===== config.mk =====
export PLATFORM = sky130hd
export DESIGN_NAME = packet_rate_window_and_loss_dropper_flat
export DESIGN_NICKNAME = d
export VERILOG_FILES = /design/src/rtl/prd_pkg.sv /design/src/rtl/prd_ifs.sv /design/src/rtl/prd_rng.sv /design/src/rtl/prd_rate.sv /design/src/rtl/packet_rate_window_and_loss_dropper.sv /design/src/flat_wrapper.sv
export SDC_FILE = /design/constraint.sdc
export NUM_CORES = 2
export LEC_CHECK = 0
export ABC_CLOCK_PERIOD_IN_PS = 13910
export BUFFER_PORTS_ARGS = -buffer_cell sky130_fd_sc_hd__buf_2
export CELL_PAD_IN_SITES_DETAIL_PLACEMENT = 1
export CELL_PAD_IN_SITES_GLOBAL_PLACEMENT = 1
export CORE_MARGIN = 2
export CORE_UTILIZATION = 46
export CTS_CLUSTER_SIZE = 10
export DETAILED_ROUTE_END_ITERATION = 6
export PLACE_DENSITY_LB_ADDON = 0.1
export SLEW_MARGIN = 20
export SYNTH_ARGS = -nofsm -noshare
export SYNTH_HDL_FRONTEND = slang
export SYNTH_HIERARCHICAL = 1
export SYNTH_SLANG_ARGS = --single-unit

===== constraint.sdc =====
create_clock -name clk -period 13.91 [get_ports clk]
set_input_delay 0 -clock clk [delete_from_list [all_inputs] [get_ports clk]]
set_output_delay 0 -clock clk [all_outputs]
set_load 0.005 [all_outputs]

===== src/rtl/prd_pkg.sv =====
// shared constants, types and helpers for the packet rate window and loss dropper
`timescale 1ns / 1ps
`default_nettype none
package prd_pkg;

  localparam int LEN_W      = 12;
  localparam int TICK_W     = 32;
  localparam int CNT_W      = 48;
  localparam int RATE_W     = 24;
  localparam int LOSS_W     = 14;
  localparam int CAP_W      = 31;
  localparam int WBYTES_W   = 32;
  localparam int RNG_W      = 32;
  localparam int CFG_DATA_W = 32;
  localparam int CFG_IDX_W  = 3;
  localparam int VERDICT_W  = 2;

  localparam logic [LEN_W-1:0]  MAX_PACKET_BYTES = LEN_W'(2048);
  localparam logic [LOSS_W-1:0] LOSS_SCALE       = LOSS_W'(10000);
  localparam int                LOSS_SCALE_INT   = 10000;
  localparam logic [RNG_W-1:0]  SEED_RESET       = 32'hA5A5A5A5;
  localparam logic [TICK_W-1:0] WINDOW_RESET     = TICK_W'(1000000);
  localparam logic [7:0]        BYTES_PER_KBIT   = 8'd125;

  typedef enum logic [CFG_IDX_W-1:0] {
    CFG_RATE_LIMIT = 3'd0,
    CFG_LOSS       = 3'd1,
    CFG_WINDOW     = 3'd2,
    CFG_EGRESS     = 3'd3,
    CFG_SEED       = 3'd4
  } cfg_idx_e;

  typedef enum logic [VERDICT_W-1:0] {
    VERDICT_FORWARD   = 2'd0,
    VERDICT_RATE_DROP = 2'd1,
    VERDICT_LOSS_DROP = 2'd2,
    VERDICT_NO_EGRESS = 2'd3
  } verdict_e;

  typedef struct packed {
    logic              fire;
    logic [LEN_W-1:0]  len;
    logic [TICK_W-1:0] now;
  } pkt_step_t;

  typedef struct packed {
    logic                  rate_we;
    logic                  window_we;
    logic [CFG_DATA_W-1:0] data;
  } rate_cfg_t;

  typedef struct packed {
    logic             seed_we;
    logic             advance;
    logic [RNG_W-1:0] seed;
  } rng_ctl_t;

  // xorshift32 step, zero result maps to one
  function automatic logic [RNG_W-1:0] xorshift_next(input logic [RNG_W-1:0] x);
    logic [RNG_W-1:0] v;
    v = x ^ (x << 13);
    v = v ^ (v >> 17);
    v = v ^ (v << 5);
    return (v != '0) ? v : RNG_W'(1);
  endfunction

endpackage
`default_nettype wire


===== src/rtl/prd_ifs.sv =====
// packet event and result channel interfaces
`timescale 1ns / 1ps
`default_nettype none
interface prd_pkt_if;
  import prd_pkg::*;
  logic              valid;
  logic              ready;
  logic [LEN_W-1:0]  packet_bytes;
  logic [TICK_W-1:0] now_ticks;

  modport source (output valid, output packet_bytes, output now_ticks, input ready);
  modport sink   (input valid, input packet_bytes, input now_ticks, output ready);
endinterface

interface prd_res_if;
  import prd_pkg::*;
  logic                 valid;
  logic                 ready;
  logic [VERDICT_W-1:0] verdict;
  logic [CNT_W-1:0]     packets_in;
  logic [CNT_W-1:0]     octets_in;
  logic [CNT_W-1:0]     packets_out;
  logic [CNT_W-1:0]     octets_out;
  logic [CNT_W-1:0]     rate_drops;
  logic [CNT_W-1:0]     loss_drops;

  modport source (output valid, output verdict, output packets_in, output octets_in,
                  output packets_out, output octets_out, output rate_drops,
                  output loss_drops, input ready);
  modport sink   (input valid, input verdict, input packets_in, input octets_in,
                  input packets_out, input octets_out, input rate_drops,
                  input loss_drops, output ready);
endinterface
`default_nettype wire


===== src/rtl/prd_rng.sv =====
// xorshift32 generator holding its next output and that output mod 10000
`timescale 1ns / 1ps
`default_nettype none
module prd_rng (
  input  wire logic                         clk,
  input  wire logic                         rst,
  input  wire prd_pkg::rng_ctl_t            ctl,
  output logic [prd_pkg::LOSS_W-1:0]        cand_mod
);
  import prd_pkg::*;

  typedef logic [LOSS_W-1:0] mod_tab_t [256];

  function automatic mod_tab_t build_mod_tab(input int unsigned weight);
    mod_tab_t t;
    for (int b = 0; b < 256; b++) begin
      t[b] = LOSS_W'((b * weight) % LOSS_SCALE_INT);
    end
    return t;
  endfunction

  localparam int unsigned W0 = 1;
  localparam int unsigned W1 = 256 % LOSS_SCALE_INT;
  localparam int unsigned W2 = 65536 % LOSS_SCALE_INT;
  localparam int unsigned W3 = 16777216 % LOSS_SCALE_INT;

  localparam mod_tab_t MOD_TAB0 = build_mod_tab(W0);
  localparam mod_tab_t MOD_TAB1 = build_mod_tab(W1);
  localparam mod_tab_t MOD_TAB2 = build_mod_tab(W2);
  localparam mod_tab_t MOD_TAB3 = build_mod_tab(W3);

  localparam logic [RNG_W-1:0]  RESET_CAND = xorshift_next(SEED_RESET);
  localparam logic [LOSS_W-1:0] RESET_MOD  = LOSS_W'(RESET_CAND % LOSS_SCALE_INT);

  localparam logic [15:0] SCALE1 = 16'(LOSS_SCALE_INT);
  localparam logic [15:0] SCALE2 = 16'(2 * LOSS_SCALE_INT);
  localparam logic [15:0] SCALE3 = 16'(3 * LOSS_SCALE_INT);

  // byte-wise residues summed, then a final range fold
  function automatic logic [LOSS_W-1:0] mod_scale(input logic [RNG_W-1:0] x);
    logic [15:0] s;
    logic [15:0] r;
    s = 16'(MOD_TAB0[x[7:0]]) + 16'(MOD_TAB1[x[15:8]])
      + 16'(MOD_TAB2[x[23:16]]) + 16'(MOD_TAB3[x[31:24]]);
    if (s >= SCALE3) begin
      r = s - SCALE3;
    end else if (s >= SCALE2) begin
      r = s - SCALE2;
    end else if (s >= SCALE1) begin
      r = s - SCALE1;
    end else begin
      r = s;
    end
    return r[LOSS_W-1:0];
  endfunction

  logic [RNG_W-1:0]  cand;
  logic [RNG_W-1:0]  cand_next;

  assign cand_next = xorshift_next(ctl.seed_we ? ctl.seed : cand);

  always_ff @(posedge clk) begin
    if (rst) begin
      cand     <= RESET_CAND;
      cand_mod <= RESET_MOD;
    end else if (ctl.seed_we || ctl.advance) begin
      cand     <= cand_next;
      cand_mod <= mod_scale(cand_next);
    end
  end

endmodule
`default_nettype wire


===== src/rtl/prd_rate.sv =====
// fixed rate window: restart on expiry, byte cap check and window byte count
`timescale 1ns / 1ps
`default_nettype none
module prd_rate (
  input  wire logic                clk,
  input  wire logic                rst,
  input  wire prd_pkg::rate_cfg_t  cfg,
  input  wire prd_pkg::pkt_step_t  step,
  output logic                     reject
);
  import prd_pkg::*;

  logic                  rate_on;
  logic [CAP_W-1:0]      cap;
  logic [TICK_W-1:0]     window_ticks;
  logic                  started;
  logic [TICK_W-1:0]     window_begin;
  logic [WBYTES_W-1:0]   window_bytes;

  logic [TICK_W-1:0]     elapsed;
  logic                  expired;
  logic [WBYTES_W-1:0]   base;
  logic [WBYTES_W:0]     total;
  logic [RATE_W-1:0]     rate_wr;
  logic [CAP_W-1:0]      cap_wr;

  assign rate_wr = cfg.data[RATE_W-1:0];
  assign cap_wr  = CAP_W'(rate_wr * BYTES_PER_KBIT);

  assign elapsed = step.now - window_begin;
  assign expired = !started || (elapsed >= window_ticks);
  assign base    = expired ? '0 : window_bytes;
  assign total   = {1'b0, base} + (WBYTES_W + 1)'(step.len);
  assign reject  = rate_on && (total > (WBYTES_W + 1)'(cap));

  always_ff @(posedge clk) begin
    if (rst) begin
      rate_on      <= 1'b0;
      cap          <= '0;
      window_ticks <= WINDOW_RESET;
      started      <= 1'b0;
      window_begin <= '0;
      window_bytes <= '0;
    end else begin
      if (cfg.rate_we) begin
        rate_on      <= (rate_wr != '0);
        cap          <= cap_wr;
        started      <= 1'b0;
        window_bytes <= '0;
      end else if (step.fire && rate_on) begin
        if (expired) begin
          started      <= 1'b1;
          window_begin <= step.now;
        end
        window_bytes <= reject ? base : total[WBYTES_W-1:0];
      end
      if (cfg.window_we) begin
        window_ticks <= cfg.data[TICK_W-1:0];
      end
    end
  end

endmodule
`default_nettype wire


===== src/rtl/packet_rate_window_and_loss_dropper.sv =====
// top level: input register, verdict logic, traffic counters and result register
//
//   channel  dir  handshake      payload
//   packet   in   valid/ready    packet_bytes, now_ticks
//   result   out  valid/ready    verdict, six 48-bit counters
//   cfg      in   cfg_we         cfg_index, cfg_data
//
// one packet per cycle sustained while the result side is ready; a packet passes through
// the input register, then the result register, the window and counter update being the
// loop that sets the rate
// rst is synchronous and clears the window, counters, generator and registers
// a stalled result holds the result register; the input register still empties into it
// once the result side moves, and packet.ready drops only when both are full
`timescale 1ns / 1ps
`default_nettype none
module packet_rate_window_and_loss_dropper (
  input  wire logic                                clk,
  input  wire logic                                rst,
  input  wire logic                                cfg_we,
  input  wire logic [prd_pkg::CFG_IDX_W-1:0]       cfg_index,
  input  wire logic [prd_pkg::CFG_DATA_W-1:0]      cfg_data,
  prd_pkt_if.sink                                  packet,
  prd_res_if.source                                result
);
  import prd_pkg::*;

  logic                 in_valid;
  logic [LEN_W-1:0]     in_len;
  logic [TICK_W-1:0]    in_now;
  logic [LEN_W-1:0]     len_clamped;

  logic [LOSS_W-1:0]    loss;
  logic                 egress;

  logic [CNT_W-1:0]     packets_in;
  logic [CNT_W-1:0]     octets_in;
  logic [CNT_W-1:0]     packets_out;
  logic [CNT_W-1:0]     octets_out;
  logic [CNT_W-1:0]     rate_drops;
  logic [CNT_W-1:0]     loss_drops;
  logic [CNT_W-1:0]     packets_in_next;
  logic [CNT_W-1:0]     octets_in_next;
  logic [CNT_W-1:0]     packets_out_next;
  logic [CNT_W-1:0]     octets_out_next;
  logic [CNT_W-1:0]     rate_drops_next;
  logic [CNT_W-1:0]     loss_drops_next;

  logic                 out_valid;
  verdict_e             out_verdict;
  verdict_e             verdict;

  logic                 advance;
  logic                 fire;
  logic                 rate_reject;
  logic                 loss_active;
  logic                 loss_reject;
  logic [LOSS_W-1:0]    cand_mod;

  rate_cfg_t            rate_cfg;
  pkt_step_t            step;
  rng_ctl_t             rng_ctl;

  assign advance      = !out_valid || result.ready;
  assign fire         = in_valid && advance;
  assign packet.ready = !in_valid || advance;

  assign len_clamped = (packet.packet_bytes > MAX_PACKET_BYTES) ? MAX_PACKET_BYTES
                                                               : packet.packet_bytes;

  // config decode
  assign rate_cfg.rate_we   = cfg_we && (cfg_index == CFG_RATE_LIMIT);
  assign rate_cfg.window_we = cfg_we && (cfg_index == CFG_WINDOW);
  assign rate_cfg.data      = cfg_data;

  assign step.fire = fire;
  assign step.len  = in_len;
  assign step.now  = in_now;

  prd_rate u_rate (
    .clk    (clk),
    .rst    (rst),
    .cfg    (rate_cfg),
    .step   (step),
    .reject (rate_reject)
  );

  assign loss_active = (loss != '0) && (loss < LOSS_SCALE);
  assign loss_reject = (loss != '0) && ((loss >= LOSS_SCALE) || (cand_mod < loss));

  assign rng_ctl.seed_we = cfg_we && (cfg_index == CFG_SEED);
  assign rng_ctl.advance = fire && !rate_reject && loss_active;
  assign rng_ctl.seed    = cfg_data[RNG_W-1:0];

  prd_rng u_rng (
    .clk      (clk),
    .rst      (rst),
    .ctl      (rng_ctl),
    .cand_mod (cand_mod)
  );

  always_comb begin
    packets_in_next  = packets_in + CNT_W'(1);
    octets_in_next   = octets_in + CNT_W'(in_len);
    packets_out_next = packets_out;
    octets_out_next  = octets_out;
    rate_drops_next  = rate_drops;
    loss_drops_next  = loss_drops;
    if (rate_reject) begin
      verdict         = VERDICT_RATE_DROP;
      rate_drops_next = rate_drops + CNT_W'(1);
    end else if (loss_reject) begin
      verdict         = VERDICT_LOSS_DROP;
      loss_drops_next = loss_drops + CNT_W'(1);
    end else if (!egress) begin
      verdict = VERDICT_NO_EGRESS;
    end else begin
      verdict          = VERDICT_FORWARD;
      packets_out_next = packets_out + CNT_W'(1);
      octets_out_next  = octets_out + CNT_W'(in_len);
    end
  end

  always_ff @(posedge clk) begin
    if (rst) begin
      loss   <= '0;
      egress <= 1'b1;
    end else if (cfg_we) begin
      case (cfg_index)
        CFG_LOSS:   loss   <= cfg_data[LOSS_W-1:0];
        CFG_EGRESS: egress <= cfg_data[0];
        default: ;
      endcase
    end
  end

  // input register
  always_ff @(posedge clk) begin
    if (rst) begin
      in_valid <= 1'b0;
    end else if (packet.ready) begin
      in_valid <= packet.valid;
    end
  end

  always_ff @(posedge clk) begin
    if (packet.valid && packet.ready) begin
      in_len <= len_clamped;
      in_now <= packet.now_ticks;
    end
  end

  // counters and result register
  always_ff @(posedge clk) begin
    if (rst) begin
      out_valid   <= 1'b0;
      out_verdict <= VERDICT_FORWARD;
      packets_in  <= '0;
      octets_in   <= '0;
      packets_out <= '0;
      octets_out  <= '0;
      rate_drops  <= '0;
      loss_drops  <= '0;
    end else if (advance) begin
      out_valid <= in_valid;
      if (fire) begin
        out_verdict <= verdict;
        packets_in  <= packets_in_next;
        octets_in   <= octets_in_next;
        packets_out <= packets_out_next;
        octets_out  <= octets_out_next;
        rate_drops  <= rate_drops_next;
        loss_drops  <= loss_drops_next;
      end
    end
  end

  assign result.valid       = out_valid;
  assign result.verdict     = out_verdict;
  assign result.packets_in  = packets_in;
  assign result.octets_in   = octets_in;
  assign result.packets_out = packets_out;
  assign result.octets_out  = octets_out;
  assign result.rate_drops  = rate_drops;
  assign result.loss_drops  = loss_drops;

endmodule
`default_nettype wire

===== src/flat_wrapper.sv =====
// flat-port wrapper written by rule: the top's interface ports become plain ports
module packet_rate_window_and_loss_dropper_flat import prd_pkg::*;
  (clk, rst, cfg_we, cfg_index, cfg_data, packet_valid, packet_packet_bytes, packet_now_ticks, packet_ready, result_valid, result_verdict, result_packets_in, result_octets_in, result_packets_out, result_octets_out, result_rate_drops, result_loss_drops, result_ready);
  prd_pkt_if packet_i ();
  prd_res_if result_i ();
  input  wire logic clk;
  input  wire logic rst;
  input  wire logic cfg_we;
  input  wire logic [prd_pkg::CFG_IDX_W-1:0] cfg_index;
  input  wire logic [prd_pkg::CFG_DATA_W-1:0] cfg_data;
  input wire logic [$bits(packet_i.valid)-1:0] packet_valid;
  input wire logic [$bits(packet_i.packet_bytes)-1:0] packet_packet_bytes;
  input wire logic [$bits(packet_i.now_ticks)-1:0] packet_now_ticks;
  output wire logic [$bits(packet_i.ready)-1:0] packet_ready;
  output wire logic [$bits(result_i.valid)-1:0] result_valid;
  output wire logic [$bits(result_i.verdict)-1:0] result_verdict;
  output wire logic [$bits(result_i.packets_in)-1:0] result_packets_in;
  output wire logic [$bits(result_i.octets_in)-1:0] result_octets_in;
  output wire logic [$bits(result_i.packets_out)-1:0] result_packets_out;
  output wire logic [$bits(result_i.octets_out)-1:0] result_octets_out;
  output wire logic [$bits(result_i.rate_drops)-1:0] result_rate_drops;
  output wire logic [$bits(result_i.loss_drops)-1:0] result_loss_drops;
  input wire logic [$bits(result_i.ready)-1:0] result_ready;
  assign packet_i.valid = packet_valid;
  assign packet_i.packet_bytes = packet_packet_bytes;
  assign packet_i.now_ticks = packet_now_ticks;
  assign packet_ready = packet_i.ready;
  assign result_valid = result_i.valid;
  assign result_verdict = result_i.verdict;
  assign result_packets_in = result_i.packets_in;
  assign result_octets_in = result_i.octets_in;
  assign result_packets_out = result_i.packets_out;
  assign result_octets_out = result_i.octets_out;
  assign result_rate_drops = result_i.rate_drops;
  assign result_loss_drops = result_i.loss_drops;
  assign result_i.ready = result_ready;
  packet_rate_window_and_loss_dropper u_core (.clk(clk), .rst(rst), .cfg_we(cfg_we), .cfg_index(cfg_index), .cfg_data(cfg_data), .packet(packet_i), .result(result_i));
endmodule

==> results by group <==
Yosys
  – Main synth FF type: dfxtp_1
  – Post-synthesis cell type count: 119
  – Post-synthesis average cell area: 7.986 µm²
  – Post-Syn Nets: 5732
  – Post-synth top area share: 0.2282
  – Synth area leaders: dfxtp_1 (23%), ha_1 (8.7%), a21oi_1 (5.2%), fa_1 (5.0%), nor2_1 (4.9%)
  – Synth warn: 6
  – Register bit total from synthesis: 522
  – Post-synth ARST share: 0
  – Post-synth design cell area: 41940 µm²
  – Syn Inst Count: 5252
  – Number of flops mapped to enable cells by yosys: 44
  – Cell taking the most area after synthesis: dfxtp_1
  – Seq/Total Area, Yosys: 0.2597

Clock tree
  – Root buffer cell: clkbuf_16
  – Clock Latency Late Sink: 0.64 ns
  – Clock transition at path regs: 0.06 ns
  – Clk sinks: 522
  – CTS tree: yes
  – CTS Buffer Depth: 3
  – CTS Buf Count: 60
  – H-Tree Depth: 2

Route
  – Routed len/inst: 22.80 µm
  – Post-route ant nets: 0
  – Routed vias: 41589
  – TritonRoute pass-1 iters: 6
  – Vias per cell: 6.163
  – Routed Wire Length: 153900 µm
  – Post-route DRC: 0
  – Iter 0 DRT Violations: 3105

STA
  – RSZ-0062 raised after global routing: false
  – Slew HR: 0.2191
  – Tcrit/Tclk final: 0.8518
  – Setup WS post-layout: 2.061 ns
  – Slew Limit Fails: 0
  – Final hold viol count: 0
  – Fmax: 0.08440 GHz
  – Minimum clock period: 11.85 ns
  – # setup viols final: 0
  – Total negative setup slack: 0 ns
  – Slew @ Worst Pin: 1.159 ns
  – Worst Clk Skew: 0.02268 ns

Floorplan
  – Initial core utilization: 0.4652
  – # rows: 110
  – Die ar.: 93610 µm²
  – Core box area: 90150 µm²
  – Die Y: 306.0 µm
  – Die width: 306.0 µm
  – Num ports: 376

Min path
  – Hold Crit Depth: 7
  – Hold EP: u_core/u_rng/cand_mod[2]$_SDFFE_PP1P_
  – Worst min path class: primary input to flop
  – Startpoint of the worst hold path: cfg_index[2]

Worst setup path
  – CP endpoint kind: flop
  – Critical path peak fanout: 32
  – WP data required: 14.44 ns
  – Worst path arrival time: 12.38 ns
  – Setup slack, reg-to-reg: 2.06 ns
  – CP max stage delay: 0.59 ns
  – Reg-to-Reg End: u_core/result.octets_out[32]$_SDFFE_PP0P_
  – Worst setup SP type: flop
  – Worst R2R Start: u_core/in_now[0]$_DFFE_PP_
  – Setup CP Type: flop to flop
  – Slowest CP cell: a2111oi_0
  – Critical path origin: u_core/in_now[0]$_DFFE_PP_
  – Register-to-Register Path Depth: 47

Global routing
  – Number of global-route vias before repair: 41934
  – Initial antenna violation count: 6
  – Global route overflow: 0
  – Global-route wire length before repair: 240900 µm
  – Largest net degree at the start of global routing: 197
  – GRT Resource Usage Total: 0.3188

Placed design
  – Dpl ws: 2.215 ns
  – PortBufs: 375
  – Placed wire-length estimate: 109500 µm
  – Placer congestion estimate: 0.9202

Finish
  – Fin nets: 6017
  – Share of cells above drive strength 1: 0.1166
  – Number of fillers in the final layout: 11072
  – Area Growth Syn to Fin: 13.14%

Flow run
  – Max Cap Viol: 0

Run status
  – Outcome: finished clean
==> worst max path at each step <==
stage	end	slack (ns)
after floorplan	u_core/result.octets_out[32]$_SDFFE_PP0P_	4.23
after global placement	u_core/result.packets_out[21]$_SDFFE_PP0P_	2.65
after detailed placement	u_core/result.packets_out[21]$_SDFFE_PP0P_	2.22
after CTS	u_core/result.packets_out[21]$_SDFFE_PP0P_	2.10
after global routing	u_core/result.packets_out[37]$_SDFFE_PP0P_	1.20
final	u_core/result.octets_out[32]$_SDFFE_PP0P_	2.06
==> cell usage after synthesis, drive strengths merged (19+ instances only) <==
cell type  instances
o31ai             51
and3              53
xor2             145
and4              27
a21o              46
a21oi            438
a22o              26
ha               291
clkbuf           247
nand2            521
a31oi             48
nand2b            29
mux2i            122
o21ai            316
a311oi            27
o221ai            19
buf               68
a211oi            79
a221oi            25
nand3            176
o21a              20
o211ai            78
dfxtp            478
o22ai             26
inv              268
o2111ai           21
fa               105
xnor2            189
nand4             92
or3              102
nor2             545
nor3             109
nor2b             36
edfxtp            44
or4               40
nor4              48
and2              40
==> logic make-up (layout without fill, tap and decap cells) <==
| kind of cell | count (synthesis) | in the layout | share of synthesized area |
|---|---|---|---|
| adders and majority gates | 397 | 397 | 0.1372 |
| xor gates and xnor gates | 356 | 356 | 0.08240 |
| and+or+nand+nor | 1867 | 1867 | 0.2144 |
| buffers and inverters | 584 | 899 | 0.05567 |
| AOI/OAI and AO/OA | 1372 | 1372 | 0.2083 |
| DFF | 522 | 522 | 0.2597 |
| other | 0 | 5 | 0 |
| muxes | 154 | 154 | 0.04242 |
==> worst max-delay path, delay by kind of cell (launching register included) <==
family	cells	cell delay, ns
and+or+nand+nor	14	2.89
buffers and inverters	6	1.10
xor gates and xnor gates	2	0.27
muxes	1	0.37
DFF	1	0.39
adders and majority gates	6	1.82
AOI/OAI and AO/OA	18	4.86
==> repair_timing <==
item	in CTS	in global routing
endpoints found under the hold margin	177	0
hold buffers	94	0
resized for setup	0	0
buffers inserted	0	0
==> stage by stage <==
step,hold slack [ns],util,instance area [µm²],instances
after floorplan,0.09887,-,41940,5252
after global placement,0.1792,0.4964,44750,6556
after detailed placement,0.1797,0.4965,44760,6557
after CTS,0.05354,0.5260,47420,6743
after global routing,0.09785,0.5263,47450,6746
final,0.1037,0.5264,47450,6748
==> state kept, by name, indices dropped and copies added (netlist names), 12 cells and up <==
name and count:
u_core/u_rate/cap 31, u_core/loss 14, u_core/u_rate/window_begin 32, u_core/u_rng/cand_mod 14
u_core/u_rng/cand 28, u_core/result.octets_out 48, u_core/result.packets_out 48, u_core/result.rate_drops 48
u_core/result.loss_drops 48, u_core/result.octets_in 48, u_core/in_len 12, u_core/result.packets_in 48
u_core/u_rate/window_ticks 32, u_core/u_rate/window_bytes 32, u_core/in_now 32
==> layer usage <==
metal  wire length [µm]  GRT usage  part of all wire  up-vias
met5                 41          0           0.00027        -
met4               7665     0.1478             0.050        6
met3               7265    0.03511             0.047      332
met2              74100     0.5470              0.48     1171
met1              64780     0.4011              0.42    20635
li1                   -          -                 -    19445
==> layout make-up <==
class,count,area (µm²),area share
Antenna cell,5,12.51,0.0002637
Clock buffer,85,1625,0.03425
Clock inverter,7,92.59,0.001951
Inverter,269,1010,0.02128
Multi-Input combinational cell,4146,28980,0.6108
Sequential cell,522,10890,0.2295
Tap cell,1176,1471,0.03101
Timing Repair Buffer,538,3366,0.07093
==> layout by cell type (no fill, tap or decap), drive strengths merged, types with 122 or more instances in the layout <==
cell type / count
dfxtp: 478
buf: 444
nor2: 545
inv: 270
a21oi: 438
xor2: 145
ha: 291
o21ai: 316
nand3: 176
xnor2: 189
nand2: 521
mux2i: 122
Power is not shown: default switching activity piles up to over one toggle a cycle in this logic, so the estimate is an artifact.
